## src/assert_macros.svh

```systemverilog
// assertion helpers shared by the rtl
`ifndef ASSERT_MACROS_SVH
`define ASSERT_MACROS_SVH
`ifndef ASSERT_OFF
`define GTP_ASSERT(lbl, clk, rst_n, prop) \
  lbl: assert property (@(posedge clk) disable iff (!rst_n) prop) \
    else $error("assertion failed");
`define GTP_ASSERT_RST(lbl, clk, prop) \
  lbl: assert property (@(posedge clk) prop) else $error("assertion failed");
`else
`define GTP_ASSERT(lbl, clk, rst_n, prop)
`define GTP_ASSERT_RST(lbl, clk, prop)
`endif
`endif

```

## src/gtp_pkg.sv

```systemverilog
package gtp_pkg;

  localparam logic [3:0] REG_IMAGE_SIZE   = 4'd0;
  localparam logic [3:0] REG_TINT_HASH    = 4'd1;
  localparam logic [3:0] REG_STEM_LOW     = 4'd2;
  localparam logic [3:0] REG_STEM_HIGH    = 4'd3;
  localparam logic [3:0] REG_STEM_LENGTH  = 4'd4;
  localparam logic [3:0] REG_LABEL_LOW    = 4'd5;
  localparam logic [3:0] REG_LABEL_HIGH   = 4'd6;
  localparam logic [3:0] REG_LABEL_LENGTH = 4'd7;

  typedef enum logic [2:0] {
    ST_READY, ST_S1, ST_S2, ST_MG, ST_M1, ST_M2, ST_LAYOUT
  } cfg_state_t;

  typedef struct packed {
    logic         en;
    logic [4:0]   n;
    logic [12:0]  x0;
    logic [12:0]  y0;
    logic [25:0]  m;
    logic [127:0] chars;
  } line_t;

  typedef struct packed {
    logic [12:0]      w;
    logic [12:0]      border;
    logic [12:0]      wb;
    logic [2:0][7:0]  dark;
    logic [2:0][7:0]  diff;
    logic [31:0]      mg;
    line_t [1:0]      line;
  } geo_t;

endpackage

```

## src/gtp_div.sv

```systemverilog
`include "assert_macros.svh"
module gtp_div (
  input  logic        clk,
  input  logic        rst_n,
  input  logic        start,
  input  logic [36:0] dividend,
  input  logic [13:0] divisor,
  output logic        done,
  output logic [36:0] quotient
);

  logic [13:0] rem_r;
  logic [36:0] quo_r;
  logic [13:0] dvs_r;
  logic [5:0]  cnt_r;
  logic        busy_r;
  logic        done_r;
  logic [14:0] trial;
  logic        take;

  assign trial = {rem_r, quo_r[36]};
  assign take  = trial >= {1'b0, dvs_r};

  always_ff @(posedge clk) begin
    if (!rst_n) begin
      busy_r <= 1'b0;
      done_r <= 1'b0;
      cnt_r  <= 6'd0;
    end else if (start) begin
      busy_r <= 1'b1;
      done_r <= 1'b0;
      cnt_r  <= 6'd37;
    end else if (busy_r) begin
      cnt_r  <= cnt_r - 6'd1;
      busy_r <= cnt_r != 6'd1;
      done_r <= cnt_r == 6'd1;
    end else begin
      done_r <= 1'b0;
    end
  end

  always_ff @(posedge clk) begin
    if (start) begin
      rem_r <= 14'd0;
      quo_r <= dividend;
      dvs_r <= divisor;
    end else if (busy_r) begin
      rem_r <= take ? 14'(trial - {1'b0, dvs_r}) : trial[13:0];
      quo_r <= {quo_r[35:0], take};
    end
  end

  assign done     = done_r;
  assign quotient = quo_r;

  `GTP_ASSERT(a_done_after_busy, clk, rst_n, done_r |-> $past(busy_r))

endmodule

```

## src/gtp_cfg.sv

```systemverilog
`include "assert_macros.svh"
module gtp_cfg import gtp_pkg::*; #(
  parameter int MAX_SIZE     = 4096,
  parameter int MAX_LINE_LEN = 16
) (
  input  logic        clk,
  input  logic        rst_n,
  input  logic        cfg_valid,
  input  logic [3:0]  cfg_index,
  input  logic [63:0] cfg_data,
  output logic        cfg_ready,
  output geo_t        geo,
  output logic        geo_ok
);

  logic [12:0]  image_size_r;
  logic [31:0]  tint_hash_r;
  logic [127:0] stem_chars_r;
  logic [4:0]   stem_length_r;
  logic [127:0] label_chars_r;
  logic [4:0]   label_length_r;

  cfg_state_t   state_r, state_nxt;
  logic         pend_r;
  logic [11:0]  s1_r, s2_r;
  logic [31:0]  mg_r;
  logic [25:0]  m1_r, m2_r;
  geo_t         geo_r, geo_nxt;

  logic         wr;
  logic [12:0]  w;
  logic [4:0]   n1, n2;
  logic [14:0]  a;
  logic [5:0]   d1, d2;
  logic         div_start, div_done;
  logic [36:0]  div_dividend, div_quotient;
  logic [13:0]  div_divisor;
  logic [11:0]  s_q;

  logic [17:0]  tot1, tot2;
  logic         lv1, lv2, on;
  logic [14:0]  h1, h2;
  logic [11:0]  gap;
  logic [15:0]  stack;
  logic [12:0]  y1, y2;
  logic [2:0][7:0] full;
  logic [12:0]  brd;

  assign cfg_ready = 1'b1;
  assign wr        = cfg_valid && cfg_ready;

  always_ff @(posedge clk) begin
    if (!rst_n) begin
      image_size_r   <= 13'd256;
      tint_hash_r    <= 32'd0;
      stem_chars_r   <= 128'd0;
      stem_length_r  <= 5'd0;
      label_chars_r  <= 128'd0;
      label_length_r <= 5'd0;
    end else if (wr) begin
      unique case (cfg_index)
        REG_IMAGE_SIZE:   image_size_r          <= cfg_data[12:0];
        REG_TINT_HASH:    tint_hash_r           <= cfg_data[31:0];
        REG_STEM_LOW:     stem_chars_r[63:0]    <= cfg_data;
        REG_STEM_HIGH:    stem_chars_r[127:64]  <= cfg_data;
        REG_STEM_LENGTH:  stem_length_r         <= cfg_data[4:0];
        REG_LABEL_LOW:    label_chars_r[63:0]   <= cfg_data;
        REG_LABEL_HIGH:   label_chars_r[127:64] <= cfg_data;
        REG_LABEL_LENGTH: label_length_r        <= cfg_data[4:0];
        default: ;
      endcase
    end
  end

  always_comb begin
    if (image_size_r < 13'd16) begin
      w = 13'd16;
    end else if (32'(image_size_r) > MAX_SIZE) begin
      w = 13'(MAX_SIZE);
    end else begin
      w = image_size_r;
    end
  end

  assign n1 = (32'(stem_length_r) > MAX_LINE_LEN) ? 5'(MAX_LINE_LEN) : stem_length_r;
  assign n2 = (32'(label_length_r) > MAX_LINE_LEN) ? 5'(MAX_LINE_LEN) : label_length_r;
  // 4w/5 by reciprocal, exact below 2^16
  assign a  = 15'((32'({w, 2'b00}) * 32'd52429) >> 18);
  assign d1 = 6'({n1, 2'b00} - 7'd1);
  assign d2 = 6'({n2, 2'b00} - 7'd1);

  always_comb begin
    state_nxt = state_r;
    if (wr) begin
      state_nxt = ST_S1;
    end else begin
      unique case (state_r)
        ST_READY:  state_nxt = ST_READY;
        ST_S1:     if (div_done && pend_r) state_nxt = ST_S2;
        ST_S2:     if (div_done && pend_r) state_nxt = ST_MG;
        ST_MG:     if (div_done && pend_r) state_nxt = ST_M1;
        ST_M1:     if (div_done && pend_r) state_nxt = ST_M2;
        ST_M2:     if (div_done && pend_r) state_nxt = ST_LAYOUT;
        ST_LAYOUT: state_nxt = ST_READY;
        default:   state_nxt = ST_S1;
      endcase
    end
  end

  always_comb begin
    div_start    = 1'b0;
    div_dividend = 37'd0;
    div_divisor  = 14'd1;
    unique case (state_r)
      ST_S1: begin
        div_start    = !pend_r && !wr;
        div_dividend = 37'(a);
        div_divisor  = 14'(d1);
      end
      ST_S2: begin
        div_start    = !pend_r && !wr;
        div_dividend = 37'(a);
        div_divisor  = 14'(d2);
      end
      ST_MG: begin
        div_start    = !pend_r && !wr;
        div_dividend = 37'h10_0000_0000 + 37'({w, 1'b0}) - 37'd1;
        div_divisor  = {w, 1'b0};
      end
      ST_M1: begin
        div_start    = !pend_r && !wr;
        div_dividend = 37'd33554432 + 37'(s1_r) - 37'd1;
        div_divisor  = 14'(s1_r);
      end
      ST_M2: begin
        div_start    = !pend_r && !wr;
        div_dividend = 37'd33554432 + 37'(s2_r) - 37'd1;
        div_divisor  = 14'(s2_r);
      end
      default: ;
    endcase
  end

  gtp_div u_div (
    .clk      (clk),
    .rst_n    (rst_n),
    .start    (div_start),
    .dividend (div_dividend),
    .divisor  (div_divisor),
    .done     (div_done),
    .quotient (div_quotient)
  );

  assign s_q = (div_quotient[11:0] == 12'd0) ? 12'd1 : div_quotient[11:0];

  always_ff @(posedge clk) begin
    if (!rst_n) begin
      state_r <= ST_S1;
      pend_r  <= 1'b0;
    end else begin
      state_r <= state_nxt;
      if (wr) begin
        pend_r <= 1'b0;
      end else if (div_start) begin
        pend_r <= 1'b1;
      end else if (div_done) begin
        pend_r <= 1'b0;
      end
    end
  end

  always_ff @(posedge clk) begin
    if (div_done && pend_r && !wr) begin
      unique case (state_r)
        ST_S1:   s1_r <= (n1 == 5'd0) ? 12'd0 : s_q;
        ST_S2:   s2_r <= (n2 == 5'd0) ? 12'd0 : s_q;
        ST_MG:   mg_r <= div_quotient[31:0];
        ST_M1:   m1_r <= div_quotient[25:0];
        ST_M2:   m2_r <= div_quotient[25:0];
        default: ;
      endcase
    end
    if (state_r == ST_LAYOUT) begin
      geo_r <= geo_nxt;
    end
  end

  // layout of the two lines
  always_comb begin
    tot1  = 18'(d1) * 18'(s1_r);
    tot2  = 18'(d2) * 18'(s2_r);
    lv1   = (n1 != 5'd0) && (tot1 < 18'(w));
    lv2   = (n2 != 5'd0) && (tot2 < 18'(w));
    h1    = 15'(s1_r) * 15'd5;
    h2    = 15'(s2_r) * 15'd5;
    gap   = (s1_r > s2_r) ? s1_r : s2_r;
    stack = 16'(h1) + 16'(h2) + 16'(gap);
    on    = stack <= 16'(w);
    y1    = 13'((16'(w) - stack) >> 1);
    y2    = 13'(16'(y1) + 16'(h1) + 16'(gap));
    brd   = (w[12:6] < 7'd2) ? 13'd2 : 13'(w[12:6]);
    for (int i = 0; i < 3; i++) begin
      full[i] = 8'd80 + {1'b0, tint_hash_r[8*i +: 7]};
    end
    geo_nxt.w      = w;
    geo_nxt.border = brd;
    geo_nxt.wb     = w - brd;
    for (int i = 0; i < 3; i++) begin
      geo_nxt.dark[i] = 8'((18'(full[i]) * 18'd171) >> 10);
      geo_nxt.diff[i] = full[i] - geo_nxt.dark[i];
    end
    geo_nxt.mg            = mg_r;
    geo_nxt.line[0].en    = on && lv1;
    geo_nxt.line[0].n     = n1;
    geo_nxt.line[0].x0    = 13'((w - 13'(tot1)) >> 1);
    geo_nxt.line[0].y0    = y1;
    geo_nxt.line[0].m     = m1_r;
    geo_nxt.line[0].chars = stem_chars_r;
    geo_nxt.line[1].en    = on && lv2;
    geo_nxt.line[1].n     = n2;
    geo_nxt.line[1].x0    = 13'((w - 13'(tot2)) >> 1);
    geo_nxt.line[1].y0    = y2;
    geo_nxt.line[1].m     = m2_r;
    geo_nxt.line[1].chars = label_chars_r;
  end

  assign geo    = geo_r;
  assign geo_ok = state_r == ST_READY;

  `GTP_ASSERT(a_cfg_restarts, clk, rst_n, wr |=> (state_r == ST_S1))

endmodule

```

## config.mk

```make
export PLATFORM = sky130hd
export DESIGN_NAME = gtp_cfg
export DESIGN_NICKNAME = d
export VERILOG_FILES = /design/src/gtp_pkg.sv /design/src/gtp_div.sv /design/src/gtp_cfg.sv
export VERILOG_INCLUDE_DIRS = /design/src /design/src/src
export SDC_FILE = /design/constraint.sdc
export NUM_CORES = 2
export LEC_CHECK = 0
export BUFFER_PORTS_ARGS = -buffer_cell sky130_fd_sc_hd__buf_2
export CAP_MARGIN = 20
export CORE_ASPECT_RATIO = 2
export CORE_MARGIN = 5
export CORE_UTILIZATION = 40
export DETAILED_ROUTE_END_ITERATION = 16
export GPL_TIMING_DRIVEN = 0
export PLACE_DENSITY_LB_ADDON = 0.25
export SYNTH_ARGS = -nofsm -noshare
export SYNTH_HDL_FRONTEND = slang
export SYNTH_SLANG_ARGS = --single-unit
export TNS_END_PERCENT = 5
```

## constraint.sdc

```tcl
create_clock -name clk -period 20.5 [get_ports clk]
set_input_delay 1.025 -clock clk [delete_from_list [all_inputs] [get_ports clk]]
set_output_delay 1.025 -clock clk [all_outputs]
set_load 0.02 [all_outputs]
```

==> flow_results.xml <==
<?xml version="1.0" encoding="UTF-8"?>
<metrics>
  <group name="synthesis">
    <metric name="synth_area_per_cell" unit="um^2">11.19</metric>
    <metric name="post-synth-top-area-cell" unit="">edfxtp_1</metric>
    <metric name="postSynthCellCount" unit="">4606</metric>
    <metric name="yosys.cell_types.count" unit="">90</metric>
    <metric name="synth.cell_area" unit="um^2">51560</metric>
    <metric name="synthFlopType" unit="">edfxtp_1</metric>
    <metric name="ys_top_cells_by_area" unit="">edfxtp_1, dfxtp_1, ha_1</metric>
    <metric name="ys_async_rst_share" unit="%">0</metric>
    <metric name="synth_sequential_area_ratio" unit="%">49.64</metric>
    <metric name="synth_top_area_share" unit="%">36.99</metric>
    <metric name="number_of_flops_mapped_to_enable_cells_by_yosys" unit="">635</metric>
    <metric name="synth_warnings" unit="">0</metric>
    <metric name="post-synth-top-count-cell" unit="">nand2_1</metric>
    <metric name="synth_seq_cells" unit="">961</metric>
    <metric name="synthTopCellsByCount" unit="">nand2_1, edfxtp_1, inv_1</metric>
  </group>
  <group name="pwr">
    <metric name="ir_drop_worst_case_vdd" unit="mV">0.05788</metric>
    <metric name="cellLeakagePower" unit="nW">24.24</metric>
    <metric name="cellPowerDensity" unit="nW/um^2">72.84</metric>
    <metric name="post-layout-total-power" unit="mW">4.364</metric>
  </group>
  <group name="sta">
    <metric name="finClkSkew" unit="ps">47.71</metric>
    <metric name="worst_relative_slew_slack" unit="%">20.47</metric>
    <metric name="max_clock_freq" unit="GHz">0.1038</metric>
    <metric name="final_max_tran_viols" unit="">0</metric>
    <metric name="report.final.setup_viol" unit="">0</metric>
    <metric name="timing_worst_slew_pin_value" unit="ps">1184</metric>
    <metric name="holdWs" unit="ps">401.7</metric>
    <metric name="grt_setup_unrepaired" unit="">no</metric>
    <metric name="setup_total_negative_slack" unit="ps">0</metric>
    <metric name="final_period_minus_worst_setup_slack" unit="ps">9631</metric>
    <metric name="hold_violations" unit="">0</metric>
    <metric name="period_share" unit="%">46.98</metric>
  </group>
  <group name="global_routing">
    <metric name="number_of_antenna_violations_at_the_first_check_in_global_routing" unit="">10</metric>
    <metric name="first_global_vias" unit="">37470</metric>
    <metric name="grt_max_degree" unit="">73</metric>
    <metric name="grt.total_usage" unit="%">23.32</metric>
    <metric name="grt_pass1_wl" unit="um">239200</metric>
    <metric name="grt_remaining_overflow" unit="">0</metric>
  </group>
  <group name="clock_network">
    <metric name="cts_sinks" unit="">961</metric>
    <metric name="post-cts-setup-buffer-count" unit="">0</metric>
    <metric name="worstSkewPairLatency" unit="ps">720</metric>
    <metric name="ctsHoldBuffers" unit="">0</metric>
    <metric name="clockRootBuffer" unit="">clkbuf_16</metric>
    <metric name="cts-buffers-inserted" unit="">85</metric>
    <metric name="cts_max_path_buffers" unit="">3</metric>
    <metric name="cts-htree-levels" unit="">3</metric>
    <metric name="clkTransAtPathRegs" unit="ps">70</metric>
    <metric name="ctsResizeCount" unit="">0</metric>
    <metric name="tritoncts" unit="">done</metric>
  </group>
  <group name="cells_and_area">
    <metric name="share_of_layout_cells_above_drive_strength_1" unit="%">14.44</metric>
    <metric name="nets" unit="">6026</metric>
    <metric name="syn2layout_area_growth" unit="%">16.21</metric>
    <metric name="finalNonFillerCells" unit="">7049</metric>
  </group>
  <group name="die">
    <metric name="ios" unit="">564</metric>
    <metric name="core.rowCount" unit="">186</metric>
    <metric name="die_width" unit="um">263.9</metric>
    <metric name="floorplan.die_area" unit="um^2">136600</metric>
    <metric name="floorplan.die.height" unit="um">517.7</metric>
    <metric name="starting_utilization_of_the_core_area" unit="%">40.21</metric>
    <metric name="coreArea" unit="um^2">128200</metric>
  </group>
  <group name="critical_path">
    <metric name="criticalPathCategory" unit="">reg2reg</metric>
    <metric name="crit_slowest_cell" unit="">clkbuf_1</metric>
    <metric name="worst-path-buf-inv" unit="">7</metric>
    <metric name="biggest_fanout_along_the_worst_timing_path" unit="">10</metric>
    <metric name="most_frequent_cell_on_the_critical_path" unit="">a21oi_1</metric>
    <metric name="timing.critical_path.to_type" unit="">flop</metric>
    <metric name="critPathArrivalTime" unit="ps">10040</metric>
    <metric name="cp_slowest_stage_delay" unit="ps">670</metric>
    <metric name="setup.worst_path.start_class" unit="">flop</metric>
    <metric name="required" unit="ps">20910</metric>
    <metric name="critPathTopFamily" unit="">compound AO/OA/AOI/OAI gates</metric>
  </group>
  <group name="drt">
    <metric name="drt_pre_antenna_iters" unit="">6</metric>
    <metric name="wl_per_cell" unit="um">23.34</metric>
    <metric name="wl" unit="um">164500</metric>
    <metric name="post_detailed_route_count_of_antenna_violating_nets" unit="">0</metric>
    <metric name="routed_via_density" unit="">5.170</metric>
    <metric name="vias" unit="">36440</metric>
    <metric name="dr.first_iter.drc_count" unit="">2415</metric>
    <metric name="drt_drc_violations_left" unit="">0</metric>
  </group>
  <group name="place">
    <metric name="hpwl" unit="um">132100</metric>
    <metric name="place.port_buffers" unit="">541</metric>
    <metric name="gp_congestion" unit="">0.9815</metric>
    <metric name="placed_cells" unit="">6880</metric>
  </group>
  <group name="flow_run">
    <metric name="cap_viol_max_count" unit="">0</metric>
  </group>
  <group name="min_path">
    <metric name="hold_class" unit="">reg2reg</metric>
  </group>
  <group name="outcome">
    <metric name="run_status" unit="">completed</metric>
  </group>
</metrics>
==> per-layer routing <==
| layer | track usage [%] | share of wire [%] | up-vias |
|---|---|---|---|
| li1 | - | - | 17060 |
| met1 | 22.94 | 34 | 17710 |
| met2 | 45.14 | 54 | 1250 |
| met3 | 3.949 | 5.1 | 421 |
| met4 | 13.68 | 7.1 | 2 |
| met5 | 0 | 0.012 | - |
==> cells by family after synthesis <==
group                      share of synthesized area [%]
DFF                                                49.64
buffers and inverters                              5.101
and+or+nand+nor                                    10.78
other                                            0.01457
xor gates and xnor gates                           3.068
adders and majority gates                          19.54
AOI/OAI and AO/OA                                  10.87
muxes                                             0.9805
==> per-stage QoR <==
| stage | util [%] | area, um^2 | setup slack, ps |
|---|---|---|---|
| 2_1_floorplan | - | 51600 | 7864 |
| 3_3_place_gp | 44.01 | 56430 | 2786 |
| 3_5_place_dp | 44.39 | 56930 | 10940 |
| 4_1_cts | 46.69 | 59880 | 10910 |
| 5_1_grt | 46.71 | 59900 | 10340 |
| 6_report | 46.72 | 59910 | 10870 |
==> path summary, 6_finish.rpt <==
path                            slack (ps)              from  cells after the start  endpoint
worst max-delay path                 10870           s1_r[0]                     36  geo[351]
worst min-delay path                   400  stem_chars_r[70]                      0   geo[70]
worst max register to register       10870           s1_r[0]                     36  geo[351]
worst min register to register         400  stem_chars_r[70]                      0   geo[70]
==> layout by cell type, fill, tap and decap left out, drive strengths merged, types with 18 or more instances in the layout <==
cell type / instances
nor2: 164
clkinv: 30
nand3: 36
a21o: 58
nand4: 20
or3: 27
clkbuf: 261
edfxtp: 635
dfxtp: 326
nor3: 56
mux2i: 46
inv: 504
ha: 469
a21boi: 298
nand2b: 39
xnor2: 112
nor2b: 76
o22ai: 18
o21ai: 103
buf: 600
a21oi: 154
and3: 29
xor2: 66
nand2: 707
fa: 210
and2: 23
o21bai: 27
a31oi: 26
==> layout make-up <==
type	instances	area, um^2
multi-input cells	2976	23450
clock inverters	48	611.8
clock buffers	111	2338
flip-flops and latches	961	25590
inverters	502	1884
diodes	9	22.52
well taps	1692	2117
plain buffers	180	747.0
fillers	12020	68320
repair buffers	570	3151
==> where the power goes <==
part           internal (mW)  leakage [nW]  switching (mW)  total, mW
logic                  0.208          14.9           0.338      0.547
registers               2.09          7.97          0.0297       2.12
clock network          0.934          1.40           0.762       1.70
==> registers in the layout, summed over array words and instances (netlist names), 3 cells and up <==
signal          count
u_div.cnt_r         6
s2_r               12
stem_chars_r      128
tint_hash_r        21
label_chars_r     128
geo               476
state_r             3
u_div.rem_r        14
m1_r               26
u_div.dvs_r        14
image_size_r       13
mg_r               32
s1_r               12
u_div.quotient     37
stem_length_r       5
label_length_r      5
m2_r               26
Power figures use the tool's default switching activity.
